--- config.mk ---
export PLATFORM = sky130hd
export DESIGN_NAME = grid_shape_matcher
export DESIGN_NICKNAME = d
export VERILOG_FILES = /design/src/hdl/gsm_pkg.sv /design/src/hdl/gsm_node_unit.sv /design/src/hdl/gsm_shape_scan.sv /design/src/hdl/grid_shape_matcher.sv
export SDC_FILE = /design/constraint.sdc
export NUM_CORES = 1
export LEC_CHECK = 0
export BUFFER_PORTS_ARGS = -buffer_cell sky130_fd_sc_hd__buf_4
export CAP_MARGIN = 40
export CORE_MARGIN = 4
export CORE_UTILIZATION = 65
export DETAILED_ROUTE_END_ITERATION = 10
export PLACE_DENSITY = 0.94
export REMOVE_ABC_BUFFERS = 1
export SYNTH_ARGS = -nofsm -noshare
export SYNTH_HDL_FRONTEND = slang
export SYNTH_HIERARCHICAL = 1
export SYNTH_SLANG_ARGS = --single-unit
--- constraint.sdc ---
create_clock -name clk -period 7.6 [get_ports clk]
set_clock_uncertainty 0.05 [all_clocks]
set_input_delay 1.14 -clock clk [delete_from_list [all_inputs] [get_ports clk]]
set_output_delay 1.14 -clock clk [all_outputs]
set_load 0.01 [all_outputs]
--- src/hdl/gsm_pkg.sv ---
`timescale 1ns / 1ps
// ----------------------------------------------------------------------------
// gsm_pkg: shared types and constants for the grid shape matcher
// Class codes, the shape ROM and the sequencer control bundle.
// ----------------------------------------------------------------------------
package gsm_pkg;

	localparam int NodeCount    = 16;
	localparam int PatternCount = 100;
	localparam int NodeIdxW     = $clog2(NodeCount);
	localparam int PatIdxW      = $clog2(PatternCount);
	localparam int CountW       = $clog2(NodeCount + 1);
	localparam int ClassW       = 5;
	localparam int AgeW         = 8;

	localparam logic [ClassW-1:0] CLS_NONE     = 5'h00;
	localparam logic [ClassW-1:0] CLS_SQUARE   = 5'h01;
	localparam logic [ClassW-1:0] CLS_TRIANGLE = 5'h02;
	localparam logic [ClassW-1:0] CLS_HRECT    = 5'h04;
	localparam logic [ClassW-1:0] CLS_VRECT    = 5'h08;
	localparam logic [ClassW-1:0] CLS_PLUS     = 5'h10;

	localparam logic [AgeW-1:0] AGE_LIMIT_RST = 8'd25;

	localparam logic OP_MERGE    = 1'b0;
	localparam logic OP_CLASSIFY = 1'b1;

	localparam logic [PatIdxW-1:0] LAST_PATTERN = PatIdxW'(PatternCount - 1);
	localparam logic [PatIdxW-1:0] LAST_NODE    = PatIdxW'(NodeCount - 1);

	localparam logic [NodeCount-1:0] SHAPE_ROM [PatternCount] = '{
		// squares
		16'h0033, 16'h0066, 16'h00CC, 16'h0330, 16'h0660, 16'h0CC0, 16'h3300,
		16'h6600, 16'hCC00, 16'h0777, 16'h0EEE, 16'h7770, 16'hEEE0, 16'hFFFF,
		// triangles
		16'h0013, 16'h0032, 16'h0031, 16'h0023, 16'h0026, 16'h0046, 16'h0064,
		16'h0062, 16'h004C, 16'h008C, 16'h00C8, 16'h00C4, 16'h0130, 16'h0230,
		16'h0310, 16'h0320, 16'h0260, 16'h0460, 16'h0620, 16'h0640, 16'h04C0,
		16'h08C0, 16'h0C40, 16'h0C80, 16'h1300, 16'h2300, 16'h3100, 16'h3200,
		16'h2600, 16'h4600, 16'h6200, 16'h6400, 16'h4C00, 16'h8C00, 16'hC400,
		16'hC800,
		// plus
		16'h0272, 16'h04E4, 16'h2720, 16'h4E40,
		// vrect
		16'h0007, 16'h000E, 16'h0070, 16'h00E0, 16'h0700, 16'h0E00, 16'h7000,
		16'hE000, 16'h0077, 16'h00EE, 16'h0770, 16'h0EE0, 16'h7700, 16'hEE00,
		16'h000F, 16'h00F0, 16'h0F00, 16'hF000, 16'h00FF, 16'h0FF0, 16'hFF00,
		16'h0FFF, 16'hFFF0,
		// hrect
		16'h0111, 16'h0222, 16'h0444, 16'h0888, 16'h1110, 16'h2220, 16'h4440,
		16'h8880, 16'h0333, 16'h0666, 16'h0CCC, 16'h3330, 16'h6660, 16'hCCC0,
		16'h1111, 16'h2222, 16'h4444, 16'h8888, 16'h3333, 16'h6666, 16'hCCCC,
		16'h7777, 16'hEEEE
	};

	typedef struct packed {
		logic               node_step;
		logic               scan_clear;
		logic               scan_step;
		logic [PatIdxW-1:0] index;
	} gsm_ctrl_t;

	function automatic logic [ClassW-1:0] class_of(input logic [PatIdxW-1:0] k);
		logic [ClassW-1:0] cls;
		if (k < PatIdxW'(14))      cls = CLS_SQUARE;
		else if (k < PatIdxW'(50)) cls = CLS_TRIANGLE;
		else if (k < PatIdxW'(54)) cls = CLS_PLUS;
		else if (k < PatIdxW'(77)) cls = CLS_VRECT;
		else                       cls = CLS_HRECT;
		return cls;
	endfunction

endpackage

--- src/hdl/gsm_node_unit.sv ---
`timescale 1ns / 1ps
// ----------------------------------------------------------------------------
// gsm_node_unit: node state and shared age update unit
// Holds coverage, known bits and ages; updates one node per step.
// ----------------------------------------------------------------------------
module gsm_node_unit (
	input  logic                                clk,
	input  logic                                arst_n,
	input  gsm_pkg::gsm_ctrl_t                  ctrl,
	input  logic [gsm_pkg::AgeW-1:0]            age_limit,
	input  logic [gsm_pkg::NodeCount-1:0]       covered_bits,
	input  logic [gsm_pkg::NodeCount-1:0]       heard_bits,
	output logic [gsm_pkg::NodeCount-1:0]       coverage,
	output logic [gsm_pkg::NodeCount-1:0]       known
);

	logic [gsm_pkg::AgeW-1:0]      age_q [gsm_pkg::NodeCount];
	logic [gsm_pkg::NodeCount-1:0] cov_q;
	logic [gsm_pkg::NodeCount-1:0] known_q;
	logic [gsm_pkg::NodeIdxW-1:0]  node;
	logic [gsm_pkg::AgeW-1:0]      age_cur;

	assign node    = ctrl.index[gsm_pkg::NodeIdxW-1:0];
	assign age_cur = age_q[node];

	always_ff @(posedge clk or negedge arst_n) begin
		if (!arst_n) begin
			cov_q   <= '0;
			known_q <= '0;
			for (int i = 0; i < gsm_pkg::NodeCount; i++) begin
				age_q[i] <= '0;
			end
		end else if (ctrl.node_step) begin
			if (heard_bits[node]) begin
				cov_q[node]   <= covered_bits[node];
				known_q[node] <= 1'b1;
				age_q[node]   <= age_limit;
			end else if (age_cur == gsm_pkg::AgeW'(1)) begin
				cov_q[node]   <= 1'b0;
				known_q[node] <= 1'b0;
				age_q[node]   <= '0;
			end else if (age_cur != '0) begin
				age_q[node]   <= age_cur - gsm_pkg::AgeW'(1);
			end
		end
	end

	assign coverage = cov_q;
	assign known    = known_q;

endmodule

--- src/hdl/gsm_shape_scan.sv ---
`timescale 1ns / 1ps
// ----------------------------------------------------------------------------
// gsm_shape_scan: shape ROM scanner
// Compares one ROM entry per step; counts known nodes on the first steps.
// ----------------------------------------------------------------------------
module gsm_shape_scan (
	input  logic                                clk,
	input  logic                                arst_n,
	input  gsm_pkg::gsm_ctrl_t                  ctrl,
	input  logic [gsm_pkg::NodeCount-1:0]       coverage,
	input  logic [gsm_pkg::NodeCount-1:0]       known,
	output logic [gsm_pkg::ClassW-1:0]          shape_found,
	output logic [gsm_pkg::ClassW-1:0]          shape_guesses
);

	logic [gsm_pkg::ClassW-1:0]    found_q;
	logic [gsm_pkg::ClassW-1:0]    cand_q;
	logic [gsm_pkg::CountW-1:0]    nknown_q;
	logic [gsm_pkg::NodeCount-1:0] pattern;
	logic [gsm_pkg::ClassW-1:0]    cls;
	logic [gsm_pkg::ClassW-1:0]    allowed;

	assign pattern = gsm_pkg::SHAPE_ROM[ctrl.index];
	assign cls     = gsm_pkg::class_of(ctrl.index);

	always_ff @(posedge clk or negedge arst_n) begin
		if (!arst_n) begin
			found_q  <= gsm_pkg::CLS_NONE;
			cand_q   <= '0;
			nknown_q <= '0;
		end else if (ctrl.scan_clear) begin
			found_q  <= gsm_pkg::CLS_NONE;
			cand_q   <= '0;
			nknown_q <= '0;
		end else if (ctrl.scan_step) begin
			if (pattern == coverage) begin
				found_q <= cls;
			end
			if ((pattern & known) == coverage) begin
				cand_q <= cand_q | cls;
			end
			if (ctrl.index < gsm_pkg::PatIdxW'(gsm_pkg::NodeCount)) begin
				nknown_q <= nknown_q
					+ gsm_pkg::CountW'(known[ctrl.index[gsm_pkg::NodeIdxW-1:0]]);
			end
		end
	end

	always_comb begin
		allowed = '0;
		if (nknown_q >= gsm_pkg::CountW'(2)) begin
			allowed = gsm_pkg::CLS_TRIANGLE | gsm_pkg::CLS_HRECT | gsm_pkg::CLS_VRECT;
		end
		if (nknown_q >= gsm_pkg::CountW'(3)) begin
			allowed = allowed | gsm_pkg::CLS_SQUARE | gsm_pkg::CLS_PLUS;
		end
	end

	assign shape_found   = found_q;
	assign shape_guesses = cand_q & ~found_q & allowed;

endmodule

--- src/hdl/grid_shape_matcher.sv ---
`timescale 1ns / 1ps
// ----------------------------------------------------------------------------
// grid_shape_matcher: 4x4 node grid tracker and shape classifier
// Merges coverage reports with per-node aging and classifies the grid.
// ----------------------------------------------------------------------------
// One request at a time. A merge request (tuser 0) walks the 16 nodes through
// the shared age unit, one node per cycle; a classify request (tuser 1) walks
// the 100-entry shape ROM one entry per cycle. s_tready is high only while no
// request is in work; a finished result waits in the output register without
// blocking the next accept. The user must write age_limit through cfg_we and
// cfg_wdata only while idle; the block itself does not enforce this.
module grid_shape_matcher (
	input  logic        clk,
	input  logic        arst_n,
	input  logic        cfg_we,
	input  logic [7:0]  cfg_wdata,
	input  logic        s_tvalid,
	output logic        s_tready,
	input  logic [31:0] s_tdata,   // covered_bits[15:0], heard_bits[31:16]
	input  logic        s_tuser,   // opcode[0]
	output logic        m_tvalid,
	input  logic        m_tready,
	output logic [47:0] m_tdata    // shape_found[4:0], shape_guesses[9:5],
	                               // covered_now[25:10], known_now[41:26], zero
);

	typedef enum logic [1:0] {
		ST_IDLE,
		ST_MERGE,
		ST_SCAN,
		ST_EMIT
	} state_t;

	state_t                          state_q;
	logic [gsm_pkg::PatIdxW-1:0]     cnt_q;
	logic                            op_q;
	logic [gsm_pkg::NodeCount-1:0]   covered_q;
	logic [gsm_pkg::NodeCount-1:0]   heard_q;
	logic [gsm_pkg::AgeW-1:0]        age_limit_q;
	logic                            out_valid_q;
	logic [47:0]                     out_data_q;

	gsm_pkg::gsm_ctrl_t              ctrl;
	logic                            accept;
	logic [gsm_pkg::NodeCount-1:0]   coverage;
	logic [gsm_pkg::NodeCount-1:0]   known;
	logic [gsm_pkg::ClassW-1:0]      found;
	logic [gsm_pkg::ClassW-1:0]      guesses;
	logic [gsm_pkg::ClassW-1:0]      res_found;
	logic [gsm_pkg::ClassW-1:0]      res_guesses;

	assign s_tready = (state_q == ST_IDLE);
	assign accept   = s_tvalid && s_tready;

	always_comb begin
		ctrl.node_step  = (state_q == ST_MERGE);
		ctrl.scan_step  = (state_q == ST_SCAN);
		ctrl.scan_clear = accept;
		ctrl.index      = cnt_q;
	end

	gsm_node_unit u_node (
		.clk          (clk),
		.arst_n       (arst_n),
		.ctrl         (ctrl),
		.age_limit    (age_limit_q),
		.covered_bits (covered_q),
		.heard_bits   (heard_q),
		.coverage     (coverage),
		.known        (known)
	);

	gsm_shape_scan u_scan (
		.clk           (clk),
		.arst_n        (arst_n),
		.ctrl          (ctrl),
		.coverage      (coverage),
		.known         (known),
		.shape_found   (found),
		.shape_guesses (guesses)
	);

	assign res_found   = (op_q == gsm_pkg::OP_CLASSIFY) ? found : gsm_pkg::CLS_NONE;
	assign res_guesses = (op_q == gsm_pkg::OP_CLASSIFY) ? guesses : gsm_pkg::CLS_NONE;

	always_ff @(posedge clk or negedge arst_n) begin
		if (!arst_n) begin
			age_limit_q <= gsm_pkg::AGE_LIMIT_RST;
		end else if (cfg_we) begin
			age_limit_q <= cfg_wdata;
		end
	end

	always_ff @(posedge clk) begin
		if (accept) begin
			op_q      <= s_tuser;
			covered_q <= s_tdata[15:0];
			heard_q   <= s_tdata[31:16];
		end
	end

	always_ff @(posedge clk or negedge arst_n) begin
		if (!arst_n) begin
			state_q     <= ST_IDLE;
			cnt_q       <= '0;
			out_valid_q <= 1'b0;
			out_data_q  <= '0;
		end else begin
			if (out_valid_q && m_tready && (state_q != ST_EMIT)) begin
				out_valid_q <= 1'b0;
			end
			case (state_q)
				ST_IDLE: begin
					cnt_q <= '0;
					if (accept) begin
						state_q <= (s_tuser == gsm_pkg::OP_CLASSIFY) ? ST_SCAN : ST_MERGE;
					end
				end
				ST_MERGE: begin
					if (cnt_q == gsm_pkg::LAST_NODE) begin
						cnt_q   <= '0;
						state_q <= ST_EMIT;
					end else begin
						cnt_q <= cnt_q + gsm_pkg::PatIdxW'(1);
					end
				end
				ST_SCAN: begin
					if (cnt_q == gsm_pkg::LAST_PATTERN) begin
						cnt_q   <= '0;
						state_q <= ST_EMIT;
					end else begin
						cnt_q <= cnt_q + gsm_pkg::PatIdxW'(1);
					end
				end
				ST_EMIT: begin
					// hold until the output register is free
					if (!out_valid_q || m_tready) begin
						out_valid_q <= 1'b1;
						out_data_q  <= {6'd0, known, coverage, res_guesses, res_found};
						state_q     <= ST_IDLE;
					end
				end
				default: begin
					state_q <= ST_IDLE;
				end
			endcase
		end
	end

	assign m_tvalid = out_valid_q;
	assign m_tdata  = out_data_q;

endmodule

==> results of run 1 <==
sequential cells by signal (all words and copies together), names as in the netlist, 2 cells and up, named ones only:
signal	cells
u_scan/nknown_q	5
age_limit_q	8
u_node/age_q	128
state_q	2
u_node/coverage	16
u_scan/shape_found	5
cnt_q	7
heard_q	16
covered_q	16
m_tdata	42
u_scan/cand_q	5
layer usage:
metal | wire (um) | up-vias
met1 | 17600 | 6343
met3 | 4540 | 172
met2 | 21700 | 899
li1 | - | 5502
met5 | 0 | -
met4 | 2530 | 0
metrics by stage:
stage / worst slack, ns / instances / total power, uW
CTS: 2.66 / 1831 / 2930
global route: 2.26 / 1831 / 3000
detailed placement: 2.70 / 1783 / 1550
global placement: 2.81 / 1779 / 1550
finish: 2.55 / 1831 / 2920
floorplan: 1.78 / 1350 / 1500
cells by family (layout without fill, tap and decap cells):
group | after synthesis | after routing | synth area share [%]
other cells | 1 | 6 | 0.0235
mux | 241 | 241 | 19.9
compound gates | 341 | 341 | 15.2
flops | 268 | 268 | 43.0
buf+inv | 154 | 202 | 5.30
simple gates | 406 | 406 | 13.7
fa+ha+maj | 25 | 25 | 1.96
xor+xnor | 18 | 18 | 0.986
synthesized netlist by cell type, types with 16 or more instances:
| master | count |
|---|---|
| edfxtp_1 | 33 |
| mux2i_1 | 25 |
| o22ai_1 | 16 |
| mux4_2 | 44 |
| nand3_1 | 35 |
| a21oi_1 | 57 |
| clkbuf_1 | 30 |
| ha_1 | 25 |
| nor3_1 | 32 |
| o21ai_0 | 71 |
| nor2b_1 | 26 |
| buf_2 | 34 |
| nor2_1 | 59 |
| mux2_2 | 166 |
| buf_6 | 22 |
| a22o_1 | 19 |
| dfrtp_1 | 232 |
| nand2b_1 | 29 |
| inv_1 | 44 |
| nand2_1 | 114 |
power groups by stage:
stage                     combinational (uW)  sequential [uW]  clock (uW)
after global routing                    69.6             1460        1470
final                                   62.8             1460        1390
after CTS                               63.8             1460        1410
after detailed placement                63.4             1490           0
after global placement                  60.5             1490           0
after floorplan                         12.4             1490           0
cell type report:
type / instances / area, sq um
Inverter: 45 / 169
Timing Repair Buffer: 109 / 867
Sequential cell: 268 / 6890
Multi-Input combinational cell: 1037 / 8300
Clock inverter: 17 / 209
Fill cell: 1646 / 6680
Clock buffer: 31 / 722
Tap cell: 324 / 405
path summary, 6_finish.rpt:
kind | cells past startpoint | startpoint | slack, ns | endpoint
worst max-delay path | 11 | cnt_q[0] | 2.55 | u_node/age_q[92]
worst min-delay path | 1 | arst_n | 0.40 | cnt_q[1]
worst max register to register | 11 | cnt_q[0] | 2.55 | u_node/age_q[92]
worst min register to register | 2 | m_tdata[3] | 0.43 | m_tdata[3]
max in group asynchronous | 2 | arst_n | 5.64 | m_tdata[29]
min in group clk | 2 | m_tdata[3] | 0.43 | m_tdata[3]
==> results.tsv, run 1 <==
stage	metric	value	unit
grt	met3 Use GR	6.11	%
routing	routed vias/inst	7.05	
grt	first-pass GRT wire length	73000	um
yosys	asr flop ratio synth	87.7	%
power	PwrDens	166	mW/mm^2
cts	Root Driver	clkbuf_16	
cts	Clock Latency Late Sink	0.57	ns
cts	CTS clock-pin slew for the worst setup and hold paths	0.07	ns
grt	initial antenna violation count	0	
placed_design	final RePlAce weighted congestion	1.01	
placed_design	Placed Instance Area	0.0166	sq mm
grt	GRT Total Usage	34.5	%
setup_path	CP peak stage delay	0.88	ns
routing	routed vias	12916	
yosys	EDFF count, synth	33	
setup_path	arrival time worst endpoint	5.43	ns
grt	grt total ovfl	0	
sta	final period utilization	66.4	%
yosys	Synth area leader	dfrtp_1	
power	share of power burned in registers	50.1	%
yosys	Gate Count Post-Synth	1454	
yosys	Yosys reg bits	268	
power	Int Pwr	2270	uW
cts	TritonCTS Buffers	28	
cts	CTS tree	yes	
sta	fmax	0.198	GHz
cts	H-tree depth	1	
routing	first-iteration detailed-routing DRC count	2030	
finish	final instance area	0.0176	sq mm
setup_path	Crit path max-delay family	compound AO/OA/AOI/OAI gates	
setup_path	CP Buf/Inv Count	2	
die	chip width	165	um
finish	Nets	1560	
sta	max_slew headroom	22.0	%
grt	vias in the first global route	12947	
routing	post-route ant nets	0	
setup_path	startpoint types	flip-flop	
sta	Fin Hold WS	0.398	ns
die	Core ar.	0.0242	sq mm
power	clock share of power	47.7	%
die	Rows	57	
routing	Initial DRT Pass Iterations	7	
die	Die ar.	0.0272	sq mm
cts	Resize count post-CTS	0	
sta	RSZ-0062 raised after global routing	false	
cts	Post-CTS Hold Buffers	0	
sta	setup TNS	0	ns
setup_path	CP Max Fanout	43	
setup_path	critical path endpoint category	flip-flop	
die	Initial Util	65.9	%
placed_design	dpl hpwl	31500	um
yosys	mapped cell area	0.0160	sq mm
grt	gr busiest metal	met2	
finish	commonest non-fill, non-tap cell in the layout	dfrtp_1	
power	Sw Ratio	22.1	%
grt	grt met2 use	54.9	%
yosys	Synth top area share	36.3	%
finish	Layout area overhead	9.85	%
sta	final hold vios	0	
grt	largest net degree at the start of global routing	198	
cts	CTS Buffer Depth	3	
finish	post-route core utilization	72.4	%
routing	WL/cell	25.4	um
setup_path	Worst Path Required	7.98	ns
sta	slew of the pin with the lowest slew margin	1.17	ns
hold_path	HP Class	in -> async	
flow_run	Max Cap Viol	0	
power	P_sw	644	uW
finish	diode count	0	
setup_path	Worst Setup Path Type	reg -> reg	
routing	DRC	0	
placed_design	PortBufs	89	
power	LEAKAGE	0.00772	uW
grt	grt met1 use	46.1	%
sta	max-slew violation count	0	
outcome	status	finished, final reports clean	
setup_path	worst path cell trace	buf_4 -> mux4_2 -> a22o_1 -> nor2_1 -> ha_1 -> or4b_1 -> nand2_1 -> a41oi_2 -> buf_4 -> o21a_1 -> a22o_1	
routing	WL final	46400	um
cts	Sink Count	268	
power	Logic pwr share	2.2	%
yosys	prevailing post-synth register cell	dfrtp_1	
yosys	YS warnings	6	
power	Max VDD drop	0.000210	V
cts	post-CTS setup buffer count	0	
yosys	sequential area share after synthesis	43.0	%
sta	Final min period	5.05	ns
die	Ports	96	
setup_path	Slowest cell on crit path	dfrtp_4	
yosys	Yosys cell types	116	
sta	setup violators final	0	
finish	commonest non-fill, non-tap cells in the layout	227 x dfrtp_1, 166 x mux2_2, 113 x nand2_1	
yosys	syn_area_per_cell	11.0	sq um
finish	share of layout cells above drive strength 1	28.7	%
yosys	largest cells by area after synthesis	dfrtp_1 36%, mux2_2 12%, edfxtp_1 6.2%	
die	Die H	165	um
(Power assumes the default switching activity.)
==> inputs of run 2 (changes only) <==
--- a/config.mk
+++ b/config.mk
@@ -5,12 +5,13 @@
 export SDC_FILE = /design/constraint.sdc
 export NUM_CORES = 1
 export LEC_CHECK = 0
+export ABC_AREA = 1
 export BUFFER_PORTS_ARGS = -buffer_cell sky130_fd_sc_hd__buf_4
 export CAP_MARGIN = 40
 export CORE_MARGIN = 4
-export CORE_UTILIZATION = 65
+export CORE_UTILIZATION = 57
 export DETAILED_ROUTE_END_ITERATION = 10
-export PLACE_DENSITY = 0.94
+export PLACE_DENSITY = 0.88
 export REMOVE_ABC_BUFFERS = 1
 export SYNTH_ARGS = -nofsm -noshare
 export SYNTH_HDL_FRONTEND = slang
==> constraint.sdc (replaced) <==
create_clock -name clk -period 4.1 [get_ports clk]
set_clock_uncertainty 0.05 [all_clocks]
set_input_delay 0.615 -clock clk [delete_from_list [all_inputs] [get_ports clk]]
set_output_delay 0.615 -clock clk [all_outputs]
set_load 0.01 [all_outputs]
==> results.tsv, run 2 <==
stage	metric	value	unit	change
outcome	status	finished, violations left		
outcome	failing checks	negative hold slack		
yosys	YS warnings	6		unchanged
sta	setup violators final	0		unchanged
cts	H-tree depth	1		unchanged
power	PnR Total Power	11200	uW	+280%
cts	CTS clock-pin slew for the worst setup and hold paths	0.06	ns	about the same
setup_path	startpoint types	flip-flop		
yosys	Synth area leader	dfrtp_1		
yosys	asr flop ratio synth	87.7	%	unchanged
setup_path	Critical Path End	u_scan/cand_q[0]		
yosys	Gate Count Post-Synth	2910		+100%
cts	TritonCTS Buffers	30		+7.1%
yosys	EDFF count, synth	33		unchanged
routing	WL/cell	19.7	um	-22%
yosys	prevailing post-synth register cell	dfrtp_1		
yosys	Yosys cell types	49		-58%
routing	routed vias	20240		+57%
routing	first-iteration detailed-routing DRC count	2249		+11%
sta	Final min period	3.76	ns	-1.29 ns
cts	Clock Latency Late Sink	0.59	ns	+0.02 ns
power	Max VDD drop	0.000495	V	+140%
die	Ports	96		unchanged
flow_run	Max Cap Viol	0		unchanged
setup_path	crit path from	cnt_q[0]		
setup_path	Worst Path Required	4.55	ns	-3.43 ns
cts	CTS Buffer Depth	3		unchanged
setup_path	Critical R2R Launch	cnt_q[0]		
routing	WL final	67800	um	+46%
yosys	most numerous cell in the Yosys netlist	nand2_1		
die	Core ar.	0.0325	sq mm	+34%
routing	routed vias/inst	5.89		-16%
die	Initial Util	57.7	%	-8.3 points
sta	final period utilization	91.8	%	+25 points
power	PwrDens	535	mW/mm^2	+220%
hold_path	HP Class	in -> async		
cts	Root Driver	clkbuf_16		
grt	grt total ovfl	0		unchanged
setup_path	R2R cell count	13		+2
power	LEAKAGE	0.0111	uW	+44%
cts	CTS tree	yes		
setup_path	reg2reg end	u_scan/cand_q[0]		
cts	Resize count post-CTS	0		unchanged
die	Die H	189	um	+15%
grt	GRT Total Usage	36.9	%	+2.5 points
setup_path	critical path endpoint category	flip-flop		
setup_path	Worst Setup Path Type	reg -> reg		
sta	Fin Hold WS	-0.0105	ns	-0.408 ns
grt	largest net degree at the start of global routing	97		-51%
cts	Post-CTS Hold Buffers	0		unchanged
sta	final hold vios	8		+8
finish	Non-Filler Instances	3436		+88%
yosys	syn_area_per_cell	6.45	sq um	-41%
finish	diode count	0		unchanged
grt	first-pass GRT wire length	106000	um	+45%
die	Rows	66		+16%
placed_design	placed cells	3380		+90%
routing	Initial DRT Pass Iterations	6		-1
sta	fmax	0.266	GHz	+34%
die	chip width	189	um	+15%
yosys	sequential area share after synthesis	36.6	%	-6.4 points
yosys	largest cells by area after synthesis	dfrtp_1 31%, nand2_1 29%, nand3_1 6.6%		
sta	max_slew headroom	41.2	%	+19 points
finish	Layout area overhead	11.4	%	
setup_path	flop2flop setup slack	0.34	ns	-2.21 ns
finish	commonest non-fill, non-tap cells in the layout	1459 x nand2_1, 246 x nand3_1, 231 x dfrtp_1		
sta	slew of the pin with the lowest slew margin	0.880	ns	-0.290 ns
cts	post-CTS setup buffer count	0		unchanged
finish	max FFs per register	128		unchanged
cts	Sink Count	268		unchanged
sta	RSZ-0062 raised after global routing	false		
finish	share of layout cells above drive strength 1	12.0	%	-17 points
routing	DRC	0		unchanged
yosys	Synth top area share	30.9	%	-5.4 points
die	Die ar.	0.0359	sq mm	+32%
placed_design	PortBufs	89		unchanged
finish	commonest non-fill, non-tap cell in the layout	nand2_1		
finish	Largest Register	u_node/age_q		
finish	Nets	3041		+95%
placed_design	dpl hpwl	47600	um	+51%
routing	post-route ant nets	0		unchanged
placed_design	final RePlAce weighted congestion	1.04		+3.4%
yosys	mapped cell area	0.0188	sq mm	+17%
setup_path	CP Max Fanout	94		+120%
sta	max-slew violation count	0		unchanged
grt	initial antenna violation count	0		unchanged
finish	Fillers	2957		+80%
yosys	most frequent cells after synthesis	1459 x nand2_1, 246 x nand3_1, 232 x dfrtp_1, 147 x inv_1, 136 x nor2_1		
yosys	Yosys reg bits	268		unchanged
grt	vias in the first global route	19176		+48%
setup_path	arrival time worst endpoint	4.21	ns	-1.22 ns
run 2: cell count changes after synthesis, sizes merged, moves of 44 or more:
cell,change
inv,+134
mux2,-164
mux4,-44
nand2,+1369
nand3,+212
nor2,+117
o21ai,+73
run 2: cell families after synthesis:
logic type | share of synthesized area (%)
and+or+nand+nor | 45.0
buffers and inverters | 7.83
DFF | 36.6
AOI/OAI and AO/OA | 7.99
adders and majority gates | 1.67
xor gates and xnor gates | 0.373
muxes | 0.480
other | 0.0200
run 2: worst min path at each step:
stage | start | endpoint | depth (start not counted)
floorplan | arst_n | age_limit_q[1] | 0
global placement | u_node/age_q[56] | u_node/age_q[56] | 2
detailed placement | u_node/age_q[41] | u_node/age_q[41] | 2
CTS | arst_n | m_tdata[10] | 1
global route | arst_n | m_tdata[1] | 1
finish | arst_n | m_tdata[10] | 1
run 2: final cells by class:
class,instances,area (sq um),area share (%)
Tap cell,442,553,2.65
Clock inverter,16,136,0.652
Sequential cell,268,6880,32.9
Multi-Input combinational cell,2323,10400,50.0
Inverter,195,737,3.53
Clock buffer,40,870,4.16
Timing Repair Buffer,152,1290,6.15
run 2: stage by stage:
stage | TNS, ns | area, sq um | setup WS, ns | hold slack, ns | util [%]
final | 0 | 20900 | 0.338 | -0.0105 | 64.2
after detailed placement | 0 | 19900 | 0.382 | 0.415 | 61.2
after global routing | 0 | 20900 | 0.163 | 0.0603 | 64.2
after global placement | 0 | 19800 | 0.370 | 0.412 | 60.8
after floorplan | -197.15 | 18000 | -1.45 | 0.269 | -
after CTS | 0 | 20900 | 0.363 | 0.0322 | 64.2
run 2: power by group:
group / switching [uW] / leakage, uW / total, uW / internal (uW)
Combinational: 3660 / 0.00710 / 5050 / 1400
Clock: 1150 / 0.000503 / 2760 / 1610
Sequential: 325 / 0.00353 / 3370 / 3040
Total: 5130 / 0.0111 / 11200 / 6040
run 2: worst max-delay path: stages, from the launching register on:
cell,delay [ns]
dfrtp_2,0.43
buf_12,0.22
inv_2,0.35
ha_1,0.32
nand2_1,0.31
nand2_1,0.19
nand3_1,0.10
a21oi_1,0.58
nand3_1,0.14
nand2_1,0.10
nand3_1,0.07
nor2_1,0.51
nand4_1,0.16
a21oi_1,0.14
run 2: routing by layer:
| metal | vias up | GRT usage, % | wire, um |
|---|---|---|---|
| met5 | - | 0 | 0 |
| met2 | 1192 | 62.1 | 31900 |
| met3 | 321 | 5.40 | 6120 |
| li1 | 9341 | - | - |
| met4 | 0 | 21.6 | 4720 |
| met1 | 9386 | 45.4 | 25100 |
==> inputs of run 3 (changes only) <==
--- a/config.mk
+++ b/config.mk
@@ -7,8 +7,8 @@
 export LEC_CHECK = 0
 export ABC_AREA = 1
 export BUFFER_PORTS_ARGS = -buffer_cell sky130_fd_sc_hd__buf_4
-export CAP_MARGIN = 40
-export CORE_MARGIN = 4
+export CAP_MARGIN = 10
+export CORE_MARGIN = 2
 export CORE_UTILIZATION = 57
 export DETAILED_ROUTE_END_ITERATION = 10
 export PLACE_DENSITY = 0.88
==> results.tsv, run 3 (synthesis results as in run 2) <==
stage	metric	value	unit	change
routing	first-iteration detailed-routing DRC count	2279		+1.3%
setup_path	CP Buf/Inv Count	5		+3
sta	setup violators final	0		unchanged
setup_path	arrival time worst endpoint	4.02	ns	-0.19 ns
setup_path	Crit path max-delay family	simple AND/OR/NAND/NOR gates		
power	Max VDD drop	0.000399	V	-19%
die	Die ar.	0.0344	sq mm	-4.2%
cts	H-tree depth	1		unchanged
grt	vias in the first global route	18828		-1.8%
setup_path	Slowest cell on crit path	dfrtp_1		
cts	CTS clock-pin slew for the worst setup and hold paths	0.06	ns	about the same
grt	largest net degree at the start of global routing	113		+16%
hold_path	HP Class	in -> async		
sta	fmax	0.280	GHz	+5.5%
setup_path	startpoint types	flip-flop		
grt	grt total ovfl	0		unchanged
routing	WL/cell	18.7	um	-5.1%
finish	final instance area	0.0209	sq mm	-0.19%
sta	slew of the pin with the lowest slew margin	1.11	ns	+0.231 ns
grt	initial antenna violation count	0		unchanged
sta	final period utilization	87.0	%	-4.8 points
flow_run	Max Cap Viol	0		unchanged
placed_design	Placed Instance Area	0.0198	sq mm	-0.40%
setup_path	Worst Setup Path Type	reg -> reg		
cts	Clock Latency Late Sink	0.59	ns	about the same
sta	max_slew headroom	25.9	%	-15 points
routing	post-route ant nets	0		unchanged
sta	setup TNS	0	ns	unchanged
grt	first-pass GRT wire length	101000	um	-4.6%
cts	Resize count post-CTS	0		unchanged
outcome	status	finished, final reports clean		
finish	share of layout cells above drive strength 1	12.1	%	+0.067 points
finish	max FFs per register	128		unchanged
finish	commonest non-fill, non-tap cell in the layout	nand2_1		
routing	Initial DRT Pass Iterations	7		+1
setup_path	Worst Path Required	4.55	ns	about the same
finish	Fillers	2934		-0.78%
routing	routed vias/inst	5.89		about the same
sta	RSZ-0062 raised after global routing	false		
cts	Post-CTS Hold Buffers	0		unchanged
die	Rows	66		unchanged
placed_design	pre-CTS WS	0.697	ns	+0.316 ns
die	chip width	185	um	-2.1%
placed_design	PortBufs	89		unchanged
power	LEAKAGE	0.0111	uW	-0.24%
routing	DRC	0		unchanged
setup_path	CP peak stage delay	0.46	ns	-0.12 ns
routing	routed vias	20251		+0.054%
die	Ports	96		unchanged
routing	WL final	64400	um	-5.0%
finish	Nets	3042		+0.033%
cts	CTS Buffer Depth	3		unchanged
cts	post-CTS setup buffer count	0		unchanged
placed_design	dpl hpwl	44600	um	-6.3%
cts	CTS tree	yes		
placed_design	final RePlAce weighted congestion	1.03		-1.3%
finish	Largest Register	u_node/age_q		
finish	commonest non-fill, non-tap cells in the layout	1459 x nand2_1, 246 x nand3_1, 231 x dfrtp_1		
sta	final setup margin	0.533	ns	+0.196 ns
cts	Sink Count	268		unchanged
cts	Root Driver	clkbuf_16		
power	PwrDens	536	mW/mm^2	+0.25%
sta	max-slew violation count	0		unchanged
die	Core ar.	0.0325	sq mm	-0.25%
setup_path	worst path cell trace	buf_4 -> inv_1 -> buf_4 -> ha_1 -> inv_2 -> nand2_1 -> nand2_1 -> o21ai_1 -> nor2_1 -> nor2_2 -> nand3_1 -> nand2_1 -> nand2_1 -> inv_1 -> nand2_1 -> nor2_1 -> nand4_1 -> a21oi_1		
setup_path	cell mode on critical path	nand2_1		
cts	TritonCTS Buffers	30		unchanged
sta	Fin Hold WS	0.0648	ns	+0.0753 ns
die	Initial Util	57.8	%	+0.15 points
setup_path	critical path endpoint category	flip-flop		
grt	GRT Total Usage	37.4	%	+0.49 points
sta	final hold vios	0		-8
finish	Layout area overhead	11.2	%	
sta	Final min period	3.57	ns	-0.196 ns
setup_path	CP Max Fanout	20		-79%
die	Die H	185	um	-2.1%
[run 3: cell types whose count changed in the layout (fill, tap and decap cells not counted), sizes merged]
cell / change
bufinv: +1
diode: +1
clkinv: -8
clkinvlp: +3
clkbuf: +3
buf: +1
[run 3: final cells by class]
cell class | count | area, sq um | area share (%)
repair buffers | 153 | 1210 | 5.78
clock buffers | 43 | 880 | 4.22
well taps | 442 | 553 | 2.65
flip-flops and latches | 268 | 6880 | 33.0
clock inverters | 12 | 165 | 0.792
diodes | 1 | 2.50 | 0.0120
multi-input cells | 2323 | 10400 | 50.1
inverters | 195 | 737 | 3.53
[run 3: report_power, final]
part	internal, uW	leakage (uW)	total, uW	switching, uW
Clock	1680	0.000503	2830	1150
Combinational	1390	0.00708	4980	3590
Sequential	3040	0.00353	3370	334
Total	6110	0.0111	11200	5070
[run 3: worst paths after layout]
check	from	endpoint	slack, ns	cells past startpoint
min in group clk	s_tdata[8]	covered_q[8]	0.16	1
max	cnt_q[1]	u_scan/cand_q[0]	0.53	18
max reg2reg	cnt_q[1]	u_scan/cand_q[0]	0.53	18
min reg2reg	u_node/age_q[96]	u_node/age_q[96]	0.43	2
min	arst_n	m_tdata[1]	0.06	1
max in group asynchronous	arst_n	age_limit_q[3]	3.01	2
[run 3: routing by layer]
metal / up-vias / share of wire, % / global-route usage (%)
met5: - / 0 / 0
li1: 9347 / - / -
met1: 9263 / 37 / 47.3
met4: 0 / 7.6 / 25.4
met3: 318 / 10 / 5.56
met2: 1323 / 45 / 59.3
[run 3: through the flow]
step	utilization, %	total power (uW)	cells
after floorplan	-	6250	2786
after global placement	61.1	8070	3381
after detailed placement	61.1	8180	3381
after CTS	64.3	11000	3436
after global routing	64.3	11700	3436
final	64.3	11200	3437
